`src/hdl/paxy_pkg.sv`:
```
`default_nettype none

package paxy_pkg;

  // Coordinates are normalized so that the input sign bit lands at bit 55.
  localparam int SCALE_EXP = 56;
  // Datapath width: folded magnitude below 2^56, CORDIC gain below 1.65, plus margin.
  localparam int XW = 59;
  // Angle accumulator: signed Q.30 radians, spans about -1.75 to 4.9.
  localparam int ZW = 34;
  localparam int ATAN_LEN = 24;

  localparam logic signed [ZW-1:0] PI_Q30 = 34'sd3373259426;
  localparam logic signed [ZW-1:0] HALF_PI_Q30 = 34'sd1686629713;
  localparam logic signed [ZW-1:0] THREE_HALF_PI_Q30 = 34'sd5059889139;
  localparam logic signed [ZW-1:0] TWO_PI_Q30 = 34'sd6746518852;
  localparam logic signed [ZW-1:0] ROUND_Q30 = 34'sd65536;
  localparam logic [15:0] TWO_PI_Q13 = 16'd51472;

  typedef struct packed {
    logic signed [XW-1:0] x;
    logic signed [XW-1:0] y;
    logic signed [ZW-1:0] z;
    logic hold;
    logic origin;
  } cordic_t;

  // Round-to-nearest of atan(2^-step) in Q.30.
  function automatic logic signed [ZW-1:0] atan_q30(input int step);
    logic signed [ZW-1:0] r;
    case (step)
      0: r = 34'sd843314857;
      1: r = 34'sd497837829;
      2: r = 34'sd263043837;
      3: r = 34'sd133525159;
      4: r = 34'sd67021687;
      5: r = 34'sd33543516;
      6: r = 34'sd16775851;
      7: r = 34'sd8388437;
      8: r = 34'sd4194283;
      9: r = 34'sd2097149;
      10: r = 34'sd1048576;
      11: r = 34'sd524288;
      12: r = 34'sd262144;
      13: r = 34'sd131072;
      14: r = 34'sd65536;
      15: r = 34'sd32768;
      16: r = 34'sd16384;
      17: r = 34'sd8192;
      18: r = 34'sd4096;
      19: r = 34'sd2048;
      20: r = 34'sd1024;
      21: r = 34'sd512;
      22: r = 34'sd256;
      23: r = 34'sd128;
      default: r = '0;
    endcase
    return r;
  endfunction

endpackage

`default_nettype wire

```
`src/hdl/paxy_round.sv`:
```
`default_nettype none

module paxy_round import paxy_pkg::*; (
  input  wire logic    clk,
  input  wire logic    rst,
  input  wire logic    in_valid,
  input  wire cordic_t in_data,
  output logic         in_ready,
  output logic         out_valid,
  output logic [15:0]  angle,
  output logic         undefined_origin,
  input  wire logic    out_ready
);

  logic signed [ZW-1:0] sum_pos;
  logic signed [ZW-1:0] sum_wrap;
  logic signed [ZW-1:0] sum_sel;
  logic [15:0] q;
  logic [15:0] angle_next;

  // Both the plain and the 2pi-wrapped sums are formed; the sign picks one.
  assign sum_pos = in_data.z + ROUND_Q30;
  assign sum_wrap = in_data.z + TWO_PI_Q30 + ROUND_Q30;
  assign sum_sel = in_data.z[ZW-1] ? sum_wrap : sum_pos;
  assign q = sum_sel[32:17];
  assign angle_next = (q >= TWO_PI_Q13) ? q - TWO_PI_Q13 : q;

  assign in_ready = !out_valid || out_ready;

  always_ff @(posedge clk) begin
    if (rst) begin
      out_valid <= 1'b0;
    end else if (in_ready) begin
      out_valid <= in_valid;
    end
  end

  always_ff @(posedge clk) begin
    if (in_valid && in_ready) begin
      angle <= angle_next;
      undefined_origin <= in_data.origin;
    end
  end

endmodule

`default_nettype wire

```
`config.mk`:
```
export PLATFORM = sky130hd
export DESIGN_NAME = paxy_round
export DESIGN_NICKNAME = d
export VERILOG_FILES = /design/src/hdl/paxy_pkg.sv /design/src/hdl/paxy_round.sv
export SDC_FILE = /design/constraint.sdc
export NUM_CORES = 1
export LEC_CHECK = 0
export BUFFER_PORTS_ARGS = -buffer_cell sky130_fd_sc_hd__buf_2
export CAP_MARGIN = 20
export CORE_ASPECT_RATIO = 0.7
export CORE_UTILIZATION = 34
export CTS_CLUSTER_DIAMETER = 200
export DETAILED_ROUTE_END_ITERATION = 6
export PLACE_DENSITY = 0.77
export SETUP_SLACK_MARGIN = 0.3
export SYNTH_ARGS = -nofsm -noshare
export SYNTH_HDL_FRONTEND = slang
export SYNTH_SLANG_ARGS = --single-unit
export TNS_END_PERCENT = 1
```
`constraint.sdc`:
```
create_clock -name clk -period 3.7 [get_ports clk]
set_input_delay 0.74 -clock clk [delete_from_list [all_inputs] [get_ports clk]]
set_output_delay 0.74 -clock clk [all_outputs]
set_load 0.05 [all_outputs]
```
==> impl_metrics.csv <==
group,metric,value,unit
placed_design,dp_hpwl,3990,microns
placed_design,portBuffers,55,
setup_path,timing.reg2reg.setup_slack,2340,ps
layout,final_cells,378,
clocking,clockRootBuffer,"clkbuf_8",
sta,fin_crit_sh,89.7,%
setup_path,crit_buf_inv,3,
power_and_ir_drop,power.total,0.772,mW
die,ios,177,
logic_synthesis,synth_area,1940,sq um
setup_path,crit_required,3690,ps
setup_path,slowest_delay,370,ps
placed_design,placed_cells,359,
power_and_ir_drop,p_leak,1.09,nW
layout,drive_gt1_share,44.1,%
sta,slew_headroom,52.9,%
power_and_ir_drop,powerDensity,278,nW/um^2
job,drv_cap,0,
placed_design,gp_congestion,0.918,
die,placementRows,22,
global_routing,grt_overflow_total,0,
logic_synthesis,synth.distinct_cells,62,
placed_design,placed_area,2420,sq um
setup_path,critPathLaunchType,"input port",
logic_synthesis,syn_nets,383,
layout,diodes,0,
logic_synthesis,ys.flop_type,"edfxtp_1",
sta,rsz0062_at_grt,"yes",
clocking,cts_tree,"built",
layout,nets,468,
sta,timing.fmax,0.301,GHz
logic_synthesis,syn_area_per_cell,8.72,sq um
sta,period_needed,3320,ps
detailed_routing,ant_nets,0,
logic_synthesis,syn-instance-count,222,
layout,multi_input_area,1460,sq um
clocking,cts.sinks,18,
setup_path,cp_top_family,"compound AO/OA/AOI/OAI gates",
detailed_routing,drcViolationCount,0,
global_routing,grt_pass1_vias,1773,
detailed_routing,dr_total_vias,2030,
logic_synthesis,yosys_warnings,0,
clocking,cts_buffers,3,
detailed_routing,wl_per_cell,14.3,microns
run_status,status,"finished clean",
sta,skew,4.36,ps
global_routing,antenna_found_initial,0,
setup_path,crit_chain,"buf_2, ha_1, and4_4, buf_4, maj3_1, and4b_1, a2111oi_4, o41ai_4, a311oi_4, buf_6, nor3_4, xnor2_1",
logic_synthesis,synth-seq-area-share,27.4,%
detailed_routing,wirelength,5390,microns
sta,setup_viol_count_final,0,
layout,mostFrequentLayoutCells,"50 x buf_2, 40 x buf_4, 17 x edfxtp_1",
clocking,clk_path_buf_depth,2,
layout,n_fill_cell,522,
setup_path,worstSetupPathType,"input port to flip-flop",
die,coreArea,5370,sq um
clocking,clk_latency,250,ps
sta,worstMarginPinSlew,707,ps
layout,seq_area,531,sq um
placed_design,place_ws,-44.6,ps
die,die_x,92.2,microns
die,dieArea,6000,sq um
clocking,hold_buffers,0,
sta,hold_ws,512,ps
global_routing,grt_max_degree,18,
layout,layout_commonest_cell,"buf_2",
layout,fin_area,2770,sq um
layout,syn_to_final_growth,43.3,%
logic_synthesis,synth_edf_count,17,
setup_path,cp_slowest_cell,"maj3_1",
logic_synthesis,ys_seq_elements,18,
global_routing,grtUsageTotal,17.5,%
clocking,clkTransAtPathRegs,60,ps
detailed_routing,vias_per_cell,5.37,
logic_synthesis,async_flop_share,0,%
sta,finalHoldViolations,0,
power_and_ir_drop,vdd_drop_max,123,uV
sta,worst_slack,383,ps
sta,fin_tns_setup,0,ps
die,die_y,65.1,microns
setup_path,crit_path_end_kind,"flip-flop",
detailed_routing,drtIter0Drc,98,
global_routing,grt_pass1_wl,8520,microns
setup_path,critPathMaxFanout,7,
die,start_util,36.1,%
setup_path,cp.arrival,3310,ps
detailed_routing,first_pass_iters,5,
layout,final_util,51.7,%
sta,slew_violations,0,
min_path,worstHoldPathType,"flip-flop to flip-flop",
clocking,htree_levels,1,
registers in the layout (all words and copies together) (netlist names):
register          count
out_valid             1
angle                16
undefined_origin      1
where the power goes:
group | switching (mW) | internal, mW | leakage [nW] | total, mW
Sequential | 0.00416 | 0.253 | 0.173 | 0.257
Combinational | 0.234 | 0.146 | 0.898 | 0.381
Clock | 0.0585 | 0.0763 | 0.0228 | 0.135
Total | 0.297 | 0.475 | 1.09 | 0.772
tightest hold or removal path, cell delays in order, from the launching register on:
cell and delay [ps]:
dfxtp_1 310, nand2b_1 90, a21oi_1 70
cell usage after synthesis, types with 2 or more instances:
library cell,instances,area (sq um)
clkbuf_1,6,22.5
mux2i_1,2,20.0
nand2_1,17,63.8
and2_1,5,31.3
or2_2,2,12.5
a41oi_1,4,35.0
a31oi_1,5,31.3
nand2_2,2,12.5
a211o_1,2,17.5
buf_2,7,35.0
o22a_1,2,17.5
a21boi_1,2,15.0
o31ai_1,3,22.5
xnor2_1,15,131
xor2_1,5,43.8
o21ai_0,10,50.1
buf_4,2,15.0
edfxtp_1,17,510
nor2_1,10,37.5
a21o_1,4,30.0
a211oi_1,2,15.0
nand4b_1,3,26.3
nand3_1,13,65.1
nand4_1,8,50.1
ha_1,3,37.5
and3_1,5,31.3
a21boi_0,2,15.0
o211a_1,2,20.0
inv_1,9,33.8
o21a_1,3,22.5
nor3_1,6,30.0
a21oi_1,6,30.0
nor2b_1,3,18.8
and4_1,5,43.8
or3_1,2,12.5
a2111oi_2,2,30.0
per-layer routing:
metal  vias to the layer above  routed length [microns]  global-route usage (%)
li1                       1024                        -                       -
met1                       919                     2460                    25.8
met2                        76                     2470                    27.8
met3                        11                      364                    1.27
met4                         0                      102                    4.49
met5                         -                        0                       0
what timing repair did:
action,4_1_cts,5_1_grt
gates cloned,0,0
setup endpoints to repair,11,12
setup buffers,12,3
pin swaps,16,19
gates resized for setup,15,31
endpoints found under the hold margin,0,0
area by class of cell:
type,instances,share of cell area (%)
timing repair buffer,95,22.1
sequential,18,19.1
multi-input combinational,180,52.6
inverter,9,1.22
tap,72,3.25
clock buffer,4,1.62
logic make-up after synthesis:
kind of cell,share of synthesized area (%)
buffers and inverters,5.49
adder cells (fa/ha/maj),2.46
AND/OR/NAND/NOR,25.3
XOR/XNOR,9.05
flip-flops,27.4
multiplexers,1.62
AO/OA/AOI/OAI,28.7
worst paths after layout:
check,startpoint,end,depth (start not counted)
min,out_valid,out_valid,2
max,in_data[19],angle[10],12
min reg2reg,out_valid,out_valid,2
max reg2reg,out_valid,angle[8],2
(Power assumes the default switching activity.)
