`config.mk`:
```
export PLATFORM = sky130hd
export DESIGN_NAME = paxy_stage
export DESIGN_NICKNAME = d
export VERILOG_FILES = /design/src/hdl/paxy_pkg.sv /design/src/hdl/paxy_stage.sv
export SDC_FILE = /design/constraint.sdc
export NUM_CORES = 1
export LEC_CHECK = 0
export ABC_AREA = 1
export BUFFER_PORTS_ARGS = -buffer_cell sky130_fd_sc_hd__buf_2
export CAP_MARGIN = 20
export CELL_PAD_IN_SITES_DETAIL_PLACEMENT = 1
export CELL_PAD_IN_SITES_GLOBAL_PLACEMENT = 2
export CORE_ASPECT_RATIO = 0.9
export CORE_MARGIN = 10
export CORE_UTILIZATION = 28
export DETAILED_ROUTE_END_ITERATION = 10
export MAX_ROUTING_LAYER = met4
export PLACE_DENSITY = 0.81
export SYNTH_ARGS = -nofsm -noshare
export SYNTH_HDL_FRONTEND = slang
export SYNTH_SLANG_ARGS = --single-unit
export TNS_END_PERCENT = 5
```
`constraint.sdc`:
```
create_clock -name clk -period 8.8 [get_ports clk]
set_clock_uncertainty 0.2 [all_clocks]
set_input_delay 0.44 -clock clk [delete_from_list [all_inputs] [get_ports clk]]
set_output_delay 0.44 -clock clk [all_outputs]
set_load 0.05 [all_outputs]
```
`src/hdl/paxy_pkg.sv`:
```
`default_nettype none

package paxy_pkg;

  // Coordinates are normalized so that the input sign bit lands at bit 55.
  localparam int SCALE_EXP = 56;
  // Datapath width: folded magnitude below 2^56, CORDIC gain below 1.65, plus margin.
  localparam int XW = 59;
  // Angle accumulator: signed Q.30 radians, spans about -1.75 to 4.9.
  localparam int ZW = 34;
  localparam int ATAN_LEN = 24;

  localparam logic signed [ZW-1:0] PI_Q30 = 34'sd3373259426;
  localparam logic signed [ZW-1:0] HALF_PI_Q30 = 34'sd1686629713;
  localparam logic signed [ZW-1:0] THREE_HALF_PI_Q30 = 34'sd5059889139;
  localparam logic signed [ZW-1:0] TWO_PI_Q30 = 34'sd6746518852;
  localparam logic signed [ZW-1:0] ROUND_Q30 = 34'sd65536;
  localparam logic [15:0] TWO_PI_Q13 = 16'd51472;

  typedef struct packed {
    logic signed [XW-1:0] x;
    logic signed [XW-1:0] y;
    logic signed [ZW-1:0] z;
    logic hold;
    logic origin;
  } cordic_t;

  // Round-to-nearest of atan(2^-step) in Q.30.
  function automatic logic signed [ZW-1:0] atan_q30(input int step);
    logic signed [ZW-1:0] r;
    case (step)
      0: r = 34'sd843314857;
      1: r = 34'sd497837829;
      2: r = 34'sd263043837;
      3: r = 34'sd133525159;
      4: r = 34'sd67021687;
      5: r = 34'sd33543516;
      6: r = 34'sd16775851;
      7: r = 34'sd8388437;
      8: r = 34'sd4194283;
      9: r = 34'sd2097149;
      10: r = 34'sd1048576;
      11: r = 34'sd524288;
      12: r = 34'sd262144;
      13: r = 34'sd131072;
      14: r = 34'sd65536;
      15: r = 34'sd32768;
      16: r = 34'sd16384;
      17: r = 34'sd8192;
      18: r = 34'sd4096;
      19: r = 34'sd2048;
      20: r = 34'sd1024;
      21: r = 34'sd512;
      22: r = 34'sd256;
      23: r = 34'sd128;
      default: r = '0;
    endcase
    return r;
  endfunction

endpackage

`default_nettype wire

```
`src/hdl/paxy_stage.sv`:
```
`default_nettype none

module paxy_stage import paxy_pkg::*; #(
  parameter int STEP = 0
) (
  input  wire logic    clk,
  input  wire logic    rst,
  input  wire logic    in_valid,
  input  wire cordic_t in_data,
  output logic         in_ready,
  output logic         out_valid,
  output cordic_t      out_data,
  input  wire logic    out_ready
);

  localparam logic signed [ZW-1:0] ATAN = atan_q30(STEP);

  logic signed [XW-1:0] x_sh;
  logic signed [XW-1:0] y_sh;
  cordic_t data_next;

  // Arithmetic shifts floor toward minus infinity.
  assign x_sh = in_data.x >>> STEP;
  assign y_sh = in_data.y >>> STEP;

  always_comb begin
    data_next = in_data;
    // Axis cases already carry their exact angle and skip the rotation.
    if (!in_data.hold) begin
      if (!in_data.y[XW-1]) begin
        data_next.x = in_data.x + y_sh;
        data_next.y = in_data.y - x_sh;
        data_next.z = in_data.z + ATAN;
      end else begin
        data_next.x = in_data.x - y_sh;
        data_next.y = in_data.y + x_sh;
        data_next.z = in_data.z - ATAN;
      end
    end
  end

  assign in_ready = !out_valid || out_ready;

  always_ff @(posedge clk) begin
    if (rst) begin
      out_valid <= 1'b0;
    end else if (in_ready) begin
      out_valid <= in_valid;
    end
  end

  always_ff @(posedge clk) begin
    if (in_valid && in_ready) begin
      out_data <= data_next;
    end
  end

endmodule

`default_nettype wire

```
==> flow_summary_export.csv <==
group,metric,value,unit
status,status,"finished clean",
setup_path,crit_fanout,10,
detailed_routing,dr.pass1.iters,5,
setup_path,reg2reg_from,"out_valid$_SDFFE_PP0N_",
synthesis,synth_mux_area_share,0,%
final_layout,final_common_cell,"nand2_1",
worst_hold_path,hold_class,"in -> reg",
setup_path,worstSetupPathType,"in -> reg",
setup_path,worstPathRequired,8870,ps
timing,period_needed,3650,ps
detailed_routing,wl_per_cell,23.6,µm
setup_path,path_buf_inv,3,
cts,clkTransAtPathRegs,80,ps
timing,setup_viol,0,
cts,cts_resized,0,
synthesis,ys_async_sr_fraction,0,%
synthesis,synth_top_family_by_area,"simple AND/OR/NAND/NOR gates",
setup_path,reg2reg_slack,6060,ps
cts,cts_buffers,17,
synthesis,synth_area_per_cell,5.70,µm²
floorplan,rows,103,
cts,post_cts_buffers,0,
timing,fin_tns_setup,0,ps
synthesis,yosysSeqAreaShare,18.8,%
synthesis,synthDistinctLibCells,47,
final_layout,num-nets-final,4988,
synthesis,synthAdderAreaFrac,11.5,%
detailed_routing,via_per_inst,5.00,
setup_path,start_kind,"input port",
power,powerDensity,132,nW/µm²
placed_design,place_hpwl,116000,µm
detailed_routing,num_vias,28900,
final_layout,areaGrowthSynthToFinish,13.3,%
setup_path,worstPathArrival,3720,ps
setup_path,crit_family,"compound AO/OA/AOI/OAI gates",
placed_design,gp_congestion,1.04,
setup_path,r2r_cells,3,
timing,max_slew_margin,30.5,%
final_layout,final_layout_size_suffix_gt1_share,10.7,%
power,vdd_drop_max,152,µV
cts,ctsRootBufferMaster,"clkbuf_16",
timing,timing.final.ws_setup,5150,ps
cts,clock_path_buffers,2,
timing,worst_pin_slew,1040,ps
setup_path,path_cells,"buf_2 > inv_1 > ha_1 > nand2_2 > nor2_2 > nand2_1 > o21ai_1 > inv_1 > nand2_1 > a31oi_1 > a22oi_1",
cts,cts_sinks,155,
timing,fin_hold_ws,29.3,ps
global_routing,grt_pass1_wl,197000,µm
synthesis,yosys_warnings,0,
cts,cts_tree,"built",
global_routing,antenna_found_initial,12,
timing,finalHoldViolations,0,
timing,fmax,274,MHz
setup_path,max_stage_delay,690,ps
timing,rsz0062_at_grt,"false",
setup_path,worstReg2RegEnd,"out_data[81]$_DFFE_PP_",
synthesis,ys_ff_latch,155,
floorplan,io_pins,314,
synthesis,yosys.area_share.xor_xnor,1.66,%
floorplan,dieWidth,333,µm
synthesis,synth-edff-count,154,
synthesis,yosys.area_share.simple,40.9,%
setup_path,cp_slowest_cell,"o21ai_1",
placed_design,portBuffers,313,
floorplan,die_y,302,µm
synthesis,syn_area,24800,µm²
detailed_routing,ant_nets,0,
global_routing,overflow,0,
synthesis,syn_inst,4346,
global_routing,track_usage,27.2,%
global_routing,grt_max_degree,104,
synthesis,syn_nets,4730,
detailed_routing,drcViolationCount,0,
cts,clkLatencyLatePin,530,ps
power,p_leak,0.0153,µW
worst_hold_path,whs_path_depth,3,
global_routing,grt_pass1_vias,29600,
floorplan,initial_core_util,28.2,%
detailed_routing,routed_wl,137000,µm
setup_path,worstSetupEndpointType,"register",
floorplan,core_area,87800,µm²
worst_hold_path,hold_end,"out_data[15]$_DFFE_PP_",
flow_run,cap_violations,0,
synthesis,synth_ff_type,"edfxtp_1",
timing,finalCritPeriodShare,41.5,%
cts,htreeDepth,4,
placed_design,post-place-ws,4770,ps
worst_hold_path,min_from,"in_data[15]",
final_layout,final_cell_mix,"1579 x nand2_1, 817 x inv_1, 354 x nor2_1",
floorplan,dieArea,101000,µm²
detailed_routing,drt_iter0_drc,2313,
timing,slew_violations,0,
synthesis,synth_compound_area_share,11.8,%
-- area by class of cell --
cell class | count | area, µm²
Antenna cell | 10 | 25.0
Clock buffer | 17 | 425
Clock inverter | 14 | 138
Fill cell | 11800 | 59700
Inverter | 832 | 3130
Multi-Input combinational cell | 3247 | 16300
Sequential cell | 155 | 4640
Tap cell | 1155 | 1450
Timing Repair Buffer | 351 | 1920
-- sequential cells by signal, indices dropped and copies added, names as in the netlist --
register / flops
out_valid: 1
out_data: 154
-- per-layer routing --
layer	wire [µm]	share of wire [%]	track usage (%)	vias up
met5	0	0	-	-
met4	3530	2.6	7.37	0
met3	7960	5.8	4.14	129
met2	60900	45	43.0	812
met1	64200	47	35.9	13900
li1	-	-	-	14100
-- logic make-up (layout without fill, tap and decap cells) --
| kind of cell | Yosys count | after routing |
|---|---|---|
| and+or+nand+nor | 2444 | 2444 |
| adders and majority gates | 226 | 226 |
| AOI/OAI and AO/OA | 530 | 530 |
| DFF | 155 | 155 |
| buffers and inverters | 944 | 1214 |
| other | 0 | 10 |
| xor gates and xnor gates | 47 | 47 |
-- worst min-delay path, delay by kind of cell --
kind                   cells  cell delay (ps)
AND/OR/NAND/NOR            2              110
buffers and inverters      1              100
-- cells in the mapped netlist (14+ instances only) --
cell | n | area share [%]
nand2_1 | 1579 | 24
inv_1 | 819 | 12
nor2_1 | 354 | 5.4
nand3_1 | 300 | 6.1
a21oi_1 | 225 | 4.5
ha_1 | 222 | 11
o21ai_0 | 170 | 3.4
edfxtp_1 | 154 | 19
nand4_1 | 65 | 1.6
nor2_2 | 61 | 1.5
xor2_1 | 44 | 1.6
clkbuf_1 | 33 | 0.50
buf_4 | 32 | 0.97
o21bai_1 | 30 | 0.91
a31oi_1 | 28 | 0.71
nand2_2 | 21 | 0.53
buf_2 | 19 | 0.38
or2_2 | 18 | 0.45
nor3_1 | 16 | 0.32
o21ai_1 | 16 | 0.32
o211ai_1 | 15 | 0.45
buf_1 | 14 | 0.21
buf_6 | 14 | 0.64
-- where the power goes --
| group | total [µW] | internal [µW] | switching [µW] |
|---|---|---|---|
| sequential | 929 | 905 | 24.1 |
| clock | 816 | 394 | 423 |
| combinational | 1950 | 485 | 1470 |
| total | 3700 | 1780 | 1910 |
-- what timing repair did --
action	CTS	global route
endpoints found under the hold margin	25	0
hold buffers	26	0
setup endpoints to repair	0	0
-- stage by stage --
stage	util (%)	area (µm²)	cells	total power [µW]
final	32.0	28100	5781	3700
after global routing	32.0	28100	5781	3910
after CTS	31.9	28000	5771	3700
after detailed placement	31.0	27200	5714	2850
after global placement	31.0	27200	5714	2840
after floorplan	-	24800	4346	2180
-- worst max-delay path by stage --
stage                      startpoint                      to  slack, ps  cells after the start
after global routing      in_data[43]  out_data[50]$_DFFE_PP_       5170                     11
after CTS                 in_data[47]  out_data[50]$_DFFE_PP_       5340                     11
after floorplan             out_ready   out_data[0]$_DFFE_PP_       3170                      2
after global placement    in_data[47]  out_data[50]$_DFFE_PP_       4770                     11
after detailed placement  in_data[47]  out_data[50]$_DFFE_PP_       4770                     11
final                     in_data[47]  out_data[50]$_DFFE_PP_       5150                     11
Note: power is estimated with default switching activity, not from simulation.
