$ cat src/hdl/paxy_pkg.sv
`default_nettype none

package paxy_pkg;

  // Coordinates are normalized so that the input sign bit lands at bit 55.
  localparam int SCALE_EXP = 56;
  // Datapath width: folded magnitude below 2^56, CORDIC gain below 1.65, plus margin.
  localparam int XW = 59;
  // Angle accumulator: signed Q.30 radians, spans about -1.75 to 4.9.
  localparam int ZW = 34;
  localparam int ATAN_LEN = 24;

  localparam logic signed [ZW-1:0] PI_Q30 = 34'sd3373259426;
  localparam logic signed [ZW-1:0] HALF_PI_Q30 = 34'sd1686629713;
  localparam logic signed [ZW-1:0] THREE_HALF_PI_Q30 = 34'sd5059889139;
  localparam logic signed [ZW-1:0] TWO_PI_Q30 = 34'sd6746518852;
  localparam logic signed [ZW-1:0] ROUND_Q30 = 34'sd65536;
  localparam logic [15:0] TWO_PI_Q13 = 16'd51472;

  typedef struct packed {
    logic signed [XW-1:0] x;
    logic signed [XW-1:0] y;
    logic signed [ZW-1:0] z;
    logic hold;
    logic origin;
  } cordic_t;

  // Round-to-nearest of atan(2^-step) in Q.30.
  function automatic logic signed [ZW-1:0] atan_q30(input int step);
    logic signed [ZW-1:0] r;
    case (step)
      0: r = 34'sd843314857;
      1: r = 34'sd497837829;
      2: r = 34'sd263043837;
      3: r = 34'sd133525159;
      4: r = 34'sd67021687;
      5: r = 34'sd33543516;
      6: r = 34'sd16775851;
      7: r = 34'sd8388437;
      8: r = 34'sd4194283;
      9: r = 34'sd2097149;
      10: r = 34'sd1048576;
      11: r = 34'sd524288;
      12: r = 34'sd262144;
      13: r = 34'sd131072;
      14: r = 34'sd65536;
      15: r = 34'sd32768;
      16: r = 34'sd16384;
      17: r = 34'sd8192;
      18: r = 34'sd4096;
      19: r = 34'sd2048;
      20: r = 34'sd1024;
      21: r = 34'sd512;
      22: r = 34'sd256;
      23: r = 34'sd128;
      default: r = '0;
    endcase
    return r;
  endfunction

endpackage

`default_nettype wire

$ cat src/hdl/paxy_prep.sv
`default_nettype none

module paxy_prep import paxy_pkg::*; #(
  parameter int COORD_WIDTH = 16
) (
  input  wire logic                          clk,
  input  wire logic                          rst,
  input  wire logic signed [COORD_WIDTH-1:0] x_coord,
  input  wire logic signed [COORD_WIDTH-1:0] y_coord,
  input  wire logic                          in_valid,
  output logic                               in_ready,
  output logic                               out_valid,
  output cordic_t                            out_data,
  input  wire logic                          out_ready
);

  localparam int SHIFT = SCALE_EXP - COORD_WIDTH;

  logic signed [XW-1:0] x_ext;
  logic signed [XW-1:0] y_ext;
  logic x_zero;
  logic y_zero;
  logic x_neg;
  cordic_t data_next;

  assign x_ext = XW'(x_coord);
  assign y_ext = XW'(y_coord);
  assign x_zero = (x_coord == '0);
  assign y_zero = (y_coord == '0);
  assign x_neg = x_coord[COORD_WIDTH-1];

  always_comb begin
    data_next.origin = x_zero && y_zero;
    data_next.hold = x_zero || y_zero;
    // The left half plane is turned by 180 degrees; at this width negation cannot overflow.
    if (x_neg) begin
      data_next.x = (-x_ext) <<< SHIFT;
      data_next.y = (-y_ext) <<< SHIFT;
    end else begin
      data_next.x = x_ext <<< SHIFT;
      data_next.y = y_ext <<< SHIFT;
    end
    if (x_zero && y_zero) begin
      data_next.z = '0;
    end else if (y_zero) begin
      data_next.z = x_neg ? PI_Q30 : '0;
    end else if (x_zero) begin
      data_next.z = y_coord[COORD_WIDTH-1] ? THREE_HALF_PI_Q30 : HALF_PI_Q30;
    end else begin
      data_next.z = x_neg ? PI_Q30 : '0;
    end
  end

  assign in_ready = !out_valid || out_ready;

  always_ff @(posedge clk) begin
    if (rst) begin
      out_valid <= 1'b0;
    end else if (in_ready) begin
      out_valid <= in_valid;
    end
  end

  always_ff @(posedge clk) begin
    if (in_valid && in_ready) begin
      out_data <= data_next;
    end
  end

endmodule

`default_nettype wire

$ cat config.mk
export PLATFORM = sky130hd
export DESIGN_NAME = paxy_prep
export DESIGN_NICKNAME = d
export VERILOG_FILES = /design/src/hdl/paxy_pkg.sv /design/src/hdl/paxy_prep.sv
export SDC_FILE = /design/constraint.sdc
export NUM_CORES = 1
export LEC_CHECK = 0
export ABC_AREA = 1
export BUFFER_PORTS_ARGS = -buffer_cell sky130_fd_sc_hd__buf_2
export CAP_MARGIN = 15
export CORE_ASPECT_RATIO = 0.5
export CORE_MARGIN = 8
export CORE_UTILIZATION = 35
export CTS_BUF_LIST = sky130_fd_sc_hd__clkbuf_8
export DETAILED_ROUTE_END_ITERATION = 16
export PLACE_DENSITY = 0.69
export REMOVE_ABC_BUFFERS = 1
export SYNTH_ARGS = -nofsm -noshare
export SYNTH_HDL_FRONTEND = slang
export SYNTH_SLANG_ARGS = --single-unit
$ cat constraint.sdc
create_clock -name clk -period 3.85 [get_ports clk]
set_clock_uncertainty 0.15 [all_clocks]
set_input_delay 0.9625 -clock clk [delete_from_list [all_inputs] [get_ports clk]]
set_output_delay 0.9625 -clock clk [all_outputs]
set_load 0.005 [all_outputs]
==> out/metrics.cfg, run 1 <==
[timing]
final_hold_viol_count=0
finalSetupTns_ps=0
drv_slew=0
post-route-period-util=0.6421
setup_viol=0
relSlewSlack=0.5855
max_freq_ghz=0.4045
whs_ps=386.2
rsz0062_at_grt=false
tightest_slew_ps=621.7
finalWorstSetupSlack_ps=1378
period_needed_ps=2472

[clocking]
cts_buffers=5
post_cts_buffers=0
cts_hold_buffers=0
post_cts_resized=0
htreeDepth=2
clk_pin_slew_ps=100
cts.sinks=48
clockRootBuffer=clkbuf_8
clk_latency_ps=300
cts_tree=yes
cts.path.max_buffers=2

[critical_path]
path_cells=buf_2 > inv_1 > nand2_1 > buf_2
cpLargestDelayFamily=buffers and inverters
slowest_delay_ps=130
worstSetupPathType=primary input to output port
cp_common_cell=buf_2
cp.required_ps=2740
endpoint_kind=output port
worstPathMaxFanout=2
critPathBufInv=3
arrival_ps=1360
startpoint_type=primary input
slowest_stage=buf_2

[outcome]
status=finished clean

[yosys]
synth_top_family_by_area=buffers and inverters
yosys.area.top_type=edfxtp_1
synth-compound-area-share=0.02870
ys_seq_area_frac=0.4378
synthAdderAreaFrac=0.01531
ys.flop_type=edfxtp_1
synth_xor_xnor_area_share=0.04018
synth_cell_types=27
ys_async_sr_fraction=0
synth.area.top_cells=edfxtp_1 43%, buf_4 25%, nand2_1 7.8%
ys_ff_latch=48
yosysMostFrequentCell=buf_4
synth_edf_count=47
syn_avg_cell_area_sq_um=8.933
synth_top_area_share=0.4317
netlist_instances=366
synthMuxAreaShare=0
synth_simple_gate_area_frac=0.1864
syn_area_sq_um=3269
ys_warn_count=0
synth_common_cells=108 x buf_4, 68 x nand2_1, 47 x edfxtp_1, 31 x nor2_1, 30 x inv_1

[drt]
drt-wirelength-per-cell_um=12.51
vias=2270
first_pass_iters=4
initialDrtViolationCount=52
vias_per_cell=3.934
drc_errors=0
ant_nets=0
routed_wl_mm=7.216

[floorplan]
initial_core_util=0.3531
die_area_sq_um=12880
die_y_um=84.34
io_pins=192
core_sq_um=9259
fp.dieW_um=152.7
rows=25

[global_route]
grt_max_degree=48
grt_pass1_vias=2354
top_usage_layer=met2
grt_pass1_wl_mm=11.24
track_usage=0.1065
use_met2=0.1980
grt_antenna_before_repair=0
grtUsageMet3=0.02305
grtUsageMet1=0.1177
globalRouteOverflowTotal=0

[power_and_ir_drop]
ir_drop_mv=0.1232
intPower_uw=889.6
switchingPower_uw=323.7
p_seq_frac=0.520
p_total_mw=1.213
power_leakage_nw=1.815
p_per_area_nw_per_um2=338.6
power_frac_clock=0.313
p_comb_frac=0.167
p_sw_frac=0.2668

[placed_design]
post-place-cells=569
place_hpwl_mm=5.882
dpl_worst_slack_ps=1230
numPortBuffers=104
gp_congestion=0.8434

[flow_run]
maxCapViolCount=0

[cells_and_area]
area_growth_pct=9.606
fin_nets=495
stdcell_count=577
drive_gt1_frac=0.2829
insertedDiodeCount=0

[worst_hold_path]
hold_path_class=flip-flop to flip-flop

==> state kept, by name, summed over array words and instances (netlist names) <==
signal,cells
out_data,47
out_valid,1
==> worst min-delay path, cell delays in order (launching register included) <==
cell	delay, ps
dfxtp_1	350
nand2_1	90
a21oi_1	60
==> through the flow <==
step           cell area [sq um]    util
2_1_floorplan               2770       -
3_3_place_gp                3468  0.3746
3_5_place_dp                3468  0.3746
4_1_cts                     3583  0.3870
5_1_grt                     3583  0.3870
6_report                    3583  0.3870
==> cell families after synthesis <==
group	Yosys count
other	1
flip-flops	48
AO/OA/AOI/OAI	18
adder cells (fa/ha/maj)	4
XOR/XNOR	15
AND/OR/NAND/NOR	136
buffers and inverters	144
==> cell usage in the layout (no fill, tap or decap), drive strengths merged <==
cell	count
nor2	36
conb	89
edfxtp	47
nor3	1
nand4	3
a21oi	2
xor2	11
nand3	18
nand3b	4
clkbuf	5
clkinvlp	1
bufinv	1
dfxtp	1
buf	106
nand2	72
inv	33
or2	2
xnor2	4
o21ai	16
ha	4
==> power groups by stage <==
stage / combinational (mW) / sequential [mW] / clock, mW
6_report: 0.202 / 0.631 / 0.380
5_1_grt: 0.228 / 0.635 / 0.416
4_1_cts: 0.200 / 0.631 / 0.392
3_5_place_dp: 0.199 / 0.643 / 0
3_3_place_gp: 0.197 / 0.643 / 0
2_1_floorplan: 0.0907 / 0.653 / 0
==> layer usage <==
| layer | part of all wire | up-vias |
|---|---|---|
| li1 | - | 1147 |
| met3 | 0.043 | 10 |
| met5 | 0 | - |
| met1 | 0.41 | 1011 |
| met4 | 0.015 | 0 |
| met2 | 0.53 | 102 |
==> final cells by class <==
type	instances	area (sq um)
inverter	32	120.1
multi-input combinational	262	1230
sequential	48	1431
tap	121	151.4
fill	947	5675
clock inverter	3	46.29
timing repair buffer	106	535.5
clock buffer	5	68.82
==> worst paths after layout <==
kind	start	slack, ps	cells after the start	end
worst max-delay path	out_ready	1380	4	in_ready
worst max register to register	out_valid	2300	2	out_data[76]
worst min register to register	out_valid	390	2	out_valid
worst min-delay path	out_valid	390	2	out_valid
(Power assumes the default switching activity.)
==> run 2, diff against run 1 <==
--- a/config.mk
+++ b/config.mk
@@ -13,7 +13,7 @@
 export CORE_UTILIZATION = 35
 export CTS_BUF_LIST = sky130_fd_sc_hd__clkbuf_8
 export DETAILED_ROUTE_END_ITERATION = 16
-export PLACE_DENSITY = 0.69
+export PLACE_DENSITY = 0.67
 export REMOVE_ABC_BUFFERS = 1
 export SYNTH_ARGS = -nofsm -noshare
 export SYNTH_HDL_FRONTEND = slang
==> constraint.sdc (replaced) <==
create_clock -name clk -period 2.3 [get_ports clk]
set_clock_uncertainty 0.15 [all_clocks]
set_input_delay 0.575 -clock clk [delete_from_list [all_inputs] [get_ports clk]]
set_output_delay 0.575 -clock clk [all_outputs]
set_load 0.005 [all_outputs]
==> run 2 against run 1 <==
Setup slack got worse by 890 ps. Critical path depth increased by 7. Flip-flop and latch count unchanged. Largest cell class unchanged. Critical endpoint is now out_data[21]. Design area increased by 0.80%. Wire length increased by 0.85%. Final cell count increased by 0.35%. Power increased by 67%. Sequential share of layout area decreased by 0.32 points.
==> out/metrics.cfg, run 2 (synthesis results as in run 1) <==
[power_and_ir_drop]
p_comb_frac=0.170
switchingPower_uw=534.6
p_seq_frac=0.521
p_sw_frac=0.2637
p_total_mw=2.028
p_per_area_nw_per_um2=561.3
power_frac_clock=0.309
ir_drop_mv=0.2277
intPower_mw=1.493
power_leakage_nw=1.833

[drt]
first_pass_iters=4
drc_errors=0
vias=2276
initialDrtViolationCount=75
routed_wl_mm=7.277
vias_per_cell=3.931
ant_nets=0
drt-wirelength-per-cell_um=12.57

[cells_and_area]
fillers=930
final_common_cell=buf_2
seqCellArea_sq_um=1431
largest_register_ff_count=47
insertedDiodeCount=0
multi_input_area_sq_um=1230
area_growth_pct=10.49
fin_nets=497
drive_gt1_frac=0.2860
top_register=out_data
top_regs=out_data x47, out_valid x1
final_core_util=0.3901
layout_common_cells=104 x buf_2, 89 x conb_1, 68 x nand2_1

[flow_run]
maxCapViolCount=0

[clocking]
clockRootBuffer=clkbuf_8
cts_hold_buffers=0
post_cts_buffers=0
clk_pin_slew_ps=100
post_cts_resized=0
cts_buffers=5
cts.path.max_buffers=2
cts.sinks=48
htreeDepth=2
clk_latency_ps=300
cts_tree=yes

[placed_design]
gp_congestion=0.8287
place_hpwl_mm=5.962
numPortBuffers=104

[floorplan]
initial_core_util=0.3531
die_y_um=84.34
rows=25
die_area_sq_um=12880
core_sq_um=9259
fp.dieW_um=152.7
io_pins=192

[timing]
drv_slew=0
max_freq_ghz=0.5517
rsz0062_at_grt=false
period_needed_ps=1813
final_hold_viol_count=0
post-route-period-util=0.7881
setup_viol=0
finalSetupTns_ps=0

[critical_path]
path_cells=buf_2 > inv_1 > ha_1 > nand2_2 > nor2_4 > nand2_4 > nor2_4 > inv_2 > ha_1 > o21ai_0 > nand2_1
slowest_stage=ha_1
cpLargestDelayFamily=simple AND/OR/NAND/NOR gates
endpoint_kind=flip-flop
startpoint_type=primary input
slowest_delay_ps=180
worstSetupPathType=primary input to flip-flop
cp.required_ps=2210
worstPathMaxFanout=4
critPathBufInv=3
arrival_ps=1730

[global_route]
track_usage=0.1067
grt_max_degree=48
globalRouteOverflowTotal=0
grt_pass1_wl_mm=11.44
grt_antenna_before_repair=0
grt_pass1_vias=2471

[outcome]
status=finished clean

[worst_hold_path]
hold_path_class=primary input to flip-flop

-- run 2: final cells by class --
type                    instances  share of cell area
well taps                     121             0.04191
inverters                      32             0.03325
clock buffers                   5             0.01905
flip-flops and latches         48              0.3963
multi-input cells             262              0.3405
repair buffers                108              0.1559
clock inverters                 3             0.01316
-- run 2: worst register-to-register path, stage by stage, from the launching register on --
cell     delay [ps]
dfxtp_1         350
a21oi_4         180
buf_12          270
-- run 2: through the flow --
stage               hold WS [ps]  instance area [sq um]  setup slack (ps)  instances
floorplan                  356.7                   2770             -1229        342
global placement           363.2                   3496             197.7        571
detailed placement         368.6                   3496             154.1        571
CTS                        261.9                   3612             483.5        579
global route               266.5                   3612             418.3        579
finish                     267.7                   3612             487.4        579
-- run 2: path summary, 6_finish.rpt --
kind,from,slack [ps],end,cells past startpoint
hold reg to reg,out_valid,380,out_valid,2
hold / removal,rst,270,out_valid,2
setup reg to reg,out_valid,1020,out_data[31],2
setup / recovery,x_coord[0],490,out_data[21],11
-- run 2: power by group through the flow --
stage,logic (mW),registers [mW],clock network (mW)
floorplan,0.152,1.09,0
global placement,0.335,1.08,0
detailed placement,0.340,1.08,0
CTS,0.341,1.06,0.645
global route,0.389,1.06,0.671
finish,0.345,1.06,0.627
-- run 2: layer usage --
layer	up-vias	share of wire	track usage
li1	1149	-	-
met1	1017	0.43	0.1190
met2	99	0.51	0.1976
met3	11	0.048	0.02510
met4	0	0.015	0.03654
met5	-	0	0
